`src/ncm_pkg.sv`:
```
// ----------------------------------------------------------------------------
// ncm_pkg
// shared types and constants of the nearest color table match core
// ----------------------------------------------------------------------------
package ncm_pkg;

   localparam int INDEX_BITS   = 4;
   localparam int ENTRIES_BITS = 5;

   // item operations
   localparam logic OP_LOAD  = 1'b0;
   localparam logic OP_QUERY = 1'b1;

   // register indexes
   localparam logic CSR_USE_OUTER_LAYER = 1'b0;
   localparam logic CSR_ENTRIES_IN_USE  = 1'b1;

   // control part of the item moving along the cell row
   typedef struct packed {
      logic                  valid;
      logic [INDEX_BITS-1:0] index;
   } ncm_ctl_type;

endpackage

```
`src/ncm_cell.sv`:
```
// ----------------------------------------------------------------------------
// ncm_cell
// one table entry plus one stage of the running nearest match search
// ----------------------------------------------------------------------------
module ncm_cell #(
   parameter int CELL_INDEX   = 0,
   parameter int CHANNEL_BITS = 16
) (
   input  logic                                  clock,
   input  logic                                  reset,
   input  logic                                  advance,
   input  logic                                  load,
   input  logic [2:0][CHANNEL_BITS-1:0]          load_color,
   input  logic [2:0][CHANNEL_BITS-1:0]          load_outer,
   input  logic [2:0][CHANNEL_BITS-1:0]          load_inner,
   input  logic                                  use_outer_layer,
   input  logic [ncm_pkg::ENTRIES_BITS-1:0]      entries_in_use,
   input  ncm_pkg::ncm_ctl_type                  ctl_in,
   input  logic [2:0][CHANNEL_BITS-1:0]          query_in,
   input  logic [CHANNEL_BITS+1:0]               dist_in,
   input  logic [2:0][CHANNEL_BITS-1:0]          absorb_in,
   output ncm_pkg::ncm_ctl_type                  ctl_out,
   output logic [2:0][CHANNEL_BITS-1:0]          query_out,
   output logic [CHANNEL_BITS+1:0]               dist_out,
   output logic [2:0][CHANNEL_BITS-1:0]          absorb_out
);
   import ncm_pkg::*;

   localparam int  DistBits = CHANNEL_BITS + 2;
   localparam bit  IsFirst  = (CELL_INDEX == 0);

   logic [2:0][CHANNEL_BITS-1:0] ref_ff,    ref_in;
   logic [2:0][CHANNEL_BITS-1:0] outer_ff,  outer_in;
   logic [2:0][CHANNEL_BITS-1:0] inner_ff,  inner_in;
   ncm_ctl_type                  ctl_ff,    ctl_in_next;
   logic [2:0][CHANNEL_BITS-1:0] query_ff,  query_in_next;
   logic [DistBits-1:0]          dist_ff,   dist_in_next;
   logic [2:0][CHANNEL_BITS-1:0] absorb_ff, absorb_in_next;

   logic [2:0][CHANNEL_BITS-1:0] diff;
   logic [DistBits-1:0]          entry_dist;
   logic                         in_use;
   logic                         take;

   // entry storage
   always_comb begin
      ref_in   = load ? load_color : ref_ff;
      outer_in = load ? load_outer : outer_ff;
      inner_in = load ? load_inner : inner_ff;
   end

   // distance of the passing query to this entry
   always_comb begin
      for (int c = 0; c < 3; c++) begin
         diff[c] = (query_in[c] >= ref_ff[c]) ? (query_in[c] - ref_ff[c])
                                              : (ref_ff[c] - query_in[c]);
      end
      entry_dist = {2'b00, diff[0]} + {2'b00, diff[1]} + {2'b00, diff[2]};
   end

   assign in_use = (CELL_INDEX < int'(entries_in_use));
   assign take   = IsFirst || (in_use && (entry_dist < dist_in));

   always_comb begin
      ctl_in_next    = ctl_ff;
      query_in_next  = query_ff;
      dist_in_next   = dist_ff;
      absorb_in_next = absorb_ff;
      if (advance) begin
         ctl_in_next.valid = ctl_in.valid;
         query_in_next     = query_in;
         if (take) begin
            ctl_in_next.index = INDEX_BITS'(CELL_INDEX);
            dist_in_next      = entry_dist;
            absorb_in_next    = use_outer_layer ? outer_ff : inner_ff;
         end else begin
            ctl_in_next.index = ctl_in.index;
            dist_in_next      = dist_in;
            absorb_in_next    = absorb_in;
         end
      end
   end

   always_ff @(posedge clock) begin
      ref_ff    <= ref_in;
      outer_ff  <= outer_in;
      inner_ff  <= inner_in;
      query_ff  <= query_in_next;
      dist_ff   <= dist_in_next;
      absorb_ff <= absorb_in_next;
      if (reset) begin
         ctl_ff <= '0;
      end else begin
         ctl_ff <= ctl_in_next;
      end
   end

   assign ctl_out    = ctl_ff;
   assign query_out  = query_ff;
   assign dist_out   = dist_ff;
   assign absorb_out = absorb_ff;

`ifndef SYNTHESIS
   // a stalled row holds its item
   a_hold_on_stall: assert property (@(posedge clock) disable iff (reset)
      !advance |=> ($stable(ctl_ff) && $stable(dist_ff)))
      else $error("cell item changed while the row was stalled");

   // a match never gets worse along the row
   a_dist_monotone: assert property (@(posedge clock) disable iff (reset)
      (advance && ctl_in.valid && !IsFirst) |=> (dist_ff <= $past(dist_in)))
      else $error("running distance grew");

   // the first cell always claims the item
   a_first_takes: assert property (@(posedge clock) disable iff (reset)
      (advance && ctl_in.valid && IsFirst) |=> (ctl_ff.index == '0))
      else $error("first cell did not take the item");
`endif

endmodule

```
`config.mk`:
```
export PLATFORM = sky130hd
export DESIGN_NAME = ncm_cell
export DESIGN_NICKNAME = d
export VERILOG_FILES = /design/src/ncm_pkg.sv /design/src/ncm_cell.sv
export SDC_FILE = /design/constraint.sdc
export NUM_CORES = 1
export LEC_CHECK = 0
export ABC_AREA = 1
export BUFFER_PORTS_ARGS = -buffer_cell sky130_fd_sc_hd__buf_2
export CAP_MARGIN = 5
export CORE_AREA = 3 3 192 194
export DETAILED_ROUTE_END_ITERATION = 6
export DIE_AREA = 0 0 195 197
export PLACE_DENSITY = 0.71
export SLEW_MARGIN = 20
export SYNTH_ARGS = -nofsm -noshare
export SYNTH_HDL_FRONTEND = slang
export SYNTH_SLANG_ARGS = --single-unit
```
`constraint.sdc`:
```
create_clock -name clock -period 4.3 [get_ports clock]
set_clock_uncertainty 0.2 [all_clocks]
set_input_delay 0.645 -clock clock [delete_from_list [all_inputs] [get_ports clock]]
set_output_delay 0.645 -clock clock [all_outputs]
set_load 0.1 [all_outputs]
```
# Word-level counts from Yosys, hierarchy flattened
# Cells that the tools add are included.
# totals
regBits,259
inputBits,273
output_inout_bits,119
# classes
addsub,8
order_cmp,3
mux,4
# ops
op,count
$sub A16 B16 Y16,6
$ge A16 B16 Y1,3
$mux W16,3
$mux W48,1
$add A17 B16 Y18,1
$add A16 B16 Y17,1

# Depth between registers and ports, before layout
# depth
ltp_word,4
depth_mapped,25

# Least setup slack after synthesis
# OpenSTA, ideal clock, no wires.
# synth_timing
path_type,input to register
startpoint,input query_in[0] (netlist name)
endpoint,"register dist_ff[15] (netlist: dist_out[15]), data pin"
arrival_time_ns,3.722
setup_slack_ns,0.125
stages,23
n_path_buf,1
path_cell_list,inv_1 ha_1 fa_1 inv_1 nand2_1 nand2_1 nand3_2 nand3_1 nand2_2 nand2_4 buf_6 o21ai_1 fa_1 inv_1 ha_1 fa_1 nand3_1 nand2_1 nand2_1 nand2_1 nand4_1 a21o_1 nand2_1
# synth_between
elab_chain_cells,4
# synth_rtl
element,line,source
start: declaration,ncm_cell.sv:19,"input logic [2:0][CHANNEL_BITS-1:0] query_in,"
"$sub A16 B16 Y16, or another cell as far along",ncm_cell.sv:56,: (ref_ff[c] - query_in[c]);
$mux W16 (*),ncm_cell.sv:55,diff[c] = (query_in[c] >= ref_ff[c]) ? (query_in[c] - ref_ff[c])
$add A16 B16 Y17 (*),ncm_cell.sv:58,"entry_dist = {2'b00, diff[0]} + {2'b00, diff[1]} + {2'b00, diff[2]};"
$add A17 B16 Y18 (*),ncm_cell.sv:58,
via entry_dist[15],ncm_cell.sv:41,logic [DistBits-1:0] entry_dist;
end signal: assignment,ncm_cell.sv:89,dist_ff <= dist_in_next;
end: declaration,ncm_cell.sv:37,"logic [DistBits-1:0] dist_ff, dist_in_next;"
# Mark *: on every way through the listed nets, which the timed path passes. The rest lies on a longest branch.
# A chain may end at the register's enable or synchronous reset.

# Final worst setup path
# layout_timing
startpoint,register ref_ff[16] (netlist name)
endpoint,"register dist_ff[13] (netlist: dist_out[13]), data pin"
# layout_between
elab_chain_cells,4
# layout_rtl
element,line,source
start: declaration,ncm_cell.sv:32,"logic [2:0][CHANNEL_BITS-1:0] ref_ff, ref_in;"
start signal: assignment,ncm_cell.sv:85,ref_ff <= ref_in;
"$sub A16 B16 Y16, or another cell as far along",ncm_cell.sv:56,
$mux W16 (*),ncm_cell.sv:55,
$add A16 B16 Y17 (*),ncm_cell.sv:58,
$add A17 B16 Y18 (*),ncm_cell.sv:58,
via entry_dist[13],ncm_cell.sv:41,
# Marks and branches as above.

==> parameters.txt <==
Parameter                              Value

GRT
  Met3 usage    6.22%
  M1 GR Usage    24.6%
  GRT overflow    0
  Maximum number of pins on one net before global-route repair    87
  Total track usage    20.4%
  Wire length of the first global-routing pass    62800 µm
  Via count of the first global-routing pass    12451
  Antenna violations before repair    7
  Layer with the highest usage after global routing    met2
  Met2 GRT Util    35.7%

Clock network
  Max H-tree Level    1
  Number of buffers added for setup after CTS    0
  Clock transition at path regs    0.06 ns
  Number of buffers inserted for hold repair after clock tree synthesis    0
  Root Buffer    clkbuf_16
  Clock network latency to the later pin of the worst-skew pair    0.55 ns
  CTS Buf Count    27
  CTS tree    built
  CTS sink count    259
  Buffer depth of the longest clock path    3

Floorplanning
  Floorplan Core Area    35400 µm²
  Row count    69
  Number of placed I/O pins    392
  Effective utilization at floorplan    44.9%
  Y dimension of the die    197 µm
  DIE AREA    38400 µm²
  Horizontal extent of the die    195 µm

Critical path
  Critical setup path kind    flip-flop to flip-flop
  Launching point of the worst reg2reg path    ref_ff[16]
  Critical path required time    4.38 ns
  Critical path endpoint category    flip-flop
  Slack of the worst reg-to-reg path    0.27 ns
  Highest net fanout along the worst path    7
  Number of cells traversed by the worst register-to-register path    21
  Endpoint arrival time on the critical path    4.11 ns
  Worst R2R End    dist_out[13]
  Kind of start point of the critical path    flip-flop

Timing
  Setup-violating endpoint count in the final report    0
  Total count of max-transition violations in the final report    0
  Tightest slew margin relative to the limit    49.5%
  Sum of negative setup slack    0 ns
  Final Cycle Share    93.7%
  Clock period minus final worst setup slack    4.03 ns
  Peak clock frequency supported by timing    0.248 GHz
  Count of final hold-check violations    0
  Worst slew pin tran    0.757 ns

Yosys
  Yosys Warn Count    0
  Netlist area before placement    15900 µm²
  Average cell area after synthesis    9.34 µm²
  Count of flip-flops with a built-in enable after synthesis    258
  Most used DFF post-synth    edfxtp_1
  Flip-flop and latch count after synthesis    259
  Sequential-to-total area share from yosys stat    48.9%
  Async set-reset flop share out of synthesis    0%
  Synth cell types    46
  Cell count after synthesis    1700

Power and ir drop
  Worst VDD drop    841 µV
  Static power due to leakage    0.0100 µW
  Power per standard cell area    543 nW/µm²

Drt
  Number of iterations in the first detailed-routing pass    5
  DRC marker count from the first detailed-route iteration    710
  Via count    12659
  Final routed DRC violation total    0
  Vias per inst    4.76
  DR WL/cell    15.0 µm
  Sum of routed wire length over all layers    39800 µm
  Antenna-violating nets left    0

Placed design
  I/O Buffers    312
  RD Place Congestion    0.902
  Placed wire-length estimate    32100 µm

Final layout
  Total Nets Final    2579
  Area growth syn-to-layout    26.0%
  Final core utilization    56.5%
  Fill cell count    3221
  Share of final-layout standard cells stronger than drive strength 1    29.0%

Hold path
  Hold Path Origin    reset
  Hold worst-path end    ctl_out[4]
  Class of the worst hold path    input port to flip-flop
  Hold depth    2

Run status
  Status    completed

Flow run
  Number of maximum-capacitance violations    0
[how the worst max path moves through the flow]
stage	cells after the start	startpoint	end
5_1_grt	21	ref_ff[0]	dist_out[15]
3_5_place_dp	23	query_in[16]	dist_out[13]
6_report	21	ref_ff[16]	dist_out[13]
2_1_floorplan	23	query_in[0]	dist_out[15]
4_1_cts	21	ref_ff[0]	dist_out[15]
3_3_place_gp	24	query_in[16]	dist_out[17]
[sequential cells by signal (all words and copies together) (netlist names)]
name and cells:
absorb_out 48, dist_out 18, ref_ff 48, inner_ff 48
query_out 48, outer_ff 48, ctl_out 1
[cell usage after synthesis, types with 3 or more instances]
cell type  number  share of area (%)
buf_6           5               0.35
nand2_1       493                 12
xnor2_1        14               0.77
and2_1          7               0.28
o21ai_0        12               0.38
buf_4           6               0.28
nor2_1         63                1.5
nand4_1        20               0.79
nand2_2        10               0.39
o21ai_1        15               0.47
clkbuf_2        6               0.19
nor2_2          3               0.12
fa_1           23                2.9
nand3_1       122                3.8
ha_1          108                8.5
a21oi_1        64                2.0
buf_2          13               0.41
nand3_2        10               0.63
inv_2           7               0.17
mux2_2         48                3.4
inv_1         307                7.3
xor2_1         35                1.9
nor2_4          5               0.35
o21ai_2         7               0.39
a21o_1          5               0.24
nand2_4         5               0.35
edfxtp_1      258                 49
a21oi_2         4               0.22
clkbuf_1        3              0.071
[cell type report]
cell class	count	area, µm²	share of cell area [%]
flip-flops and latches	259	7770	38.8
multi-input cells	1096	6750	33.7
repair buffers	477	2840	14.2
inverters	314	1180	5.89
clock buffers	30	687	3.43
well taps	461	577	2.88
clock inverters	19	210	1.05
diodes	2	5.00	0.0250
[logic make-up after synthesis]
logic type,after synthesis,synth area share (%)
flip-flops,259,48.9
AND/OR/NAND/NOR,748,20.4
AO/OA/AOI/OAI,114,4.12
other,1,0.0236
XOR/XNOR,49,2.70
buffers and inverters,349,8.98
multiplexers,49,3.47
adder cells (fa/ha/maj),131,11.4
[repair_timing]
action	CTS	global route
setup endpoints to repair	0	10
endpoints found under the hold margin	0	0
gates resized for setup	0	12
[critical path: stages (launching register included)]
cell and delay [ns]:
edfxtp_1 0.36, ha_2 0.23, inv_1 0.09, fa_2 0.36, nand2_1 0.08, nand2_1 0.07
nand2_1 0.09, nand3_2 0.09, nand2_1 0.08, nand2_2 0.07, buf_4 0.17, nand2_1 0.05
o21ai_1 0.10, buf_4 0.16, fa_1 0.49, inv_1 0.04, ha_1 0.31, a21oi_1 0.28
o21ai_1 0.12, nand2_1 0.07, nand3_1 0.10, xor2_1 0.17
[where the power goes]
group / internal [µW] / total (µW) / switching, µW
sequential: 3220 / 3290 / 77.4
combinational: 1830 / 5210 / 3380
clock: 1390 / 2360 / 964
[placed cells by master, fill, tap and decap left out, drive strengths merged]
master    synthesis  final
a21o              5      5
a21oi            69     69
and2             10     10
and3              1      1
buf              26    477
bufinv            0      4
clkbuf            9     30
clkinv            0      9
clkinvlp          0      5
conb              1      4
dfxtp             1      1
diode             0      2
edfxtp          258    258
fa               23     23
ha              108    108
inv             314    315
mux2             48     48
mux2i             1      1
nand2           508    509
nand3           132    132
nand3b            1      1
nand4            20     20
nor2             71     71
nor3              3      3
o211ai            1      1
o21a              2      2
o21ai            34     34
o21bai            3      3
or2               2      2
xnor2            14     14
xor2             35     35
[layer usage]
layer | vias to the layer above | part of all wire (%)
li1 | 6436 | -
met1 | 5786 | 40
met2 | 356 | 49
met3 | 69 | 8.3
met4 | 12 | 2.3
met5 | - | 0.17
[through the flow]
stage / std cells / worst slack [ns] / cell area [µm²] / power [µW] / hold WS (ns)
after floorplan: 1703 / 0.125 / 15900 / 6890 / 0.323
after global routing: 2656 / -0.00761 / 20000 / 11600 / 0.0468
final: 2658 / 0.271 / 20000 / 10900 / 0.0550
after detailed placement: 2606 / -0.280 / 19100 / 8520 / 0.289
after global placement: 2606 / -0.258 / 19100 / 8430 / 0.267
after CTS: 2655 / 0.135 / 20000 / 10900 / 0.0314
Note: power is estimated with default switching activity, not from simulation.
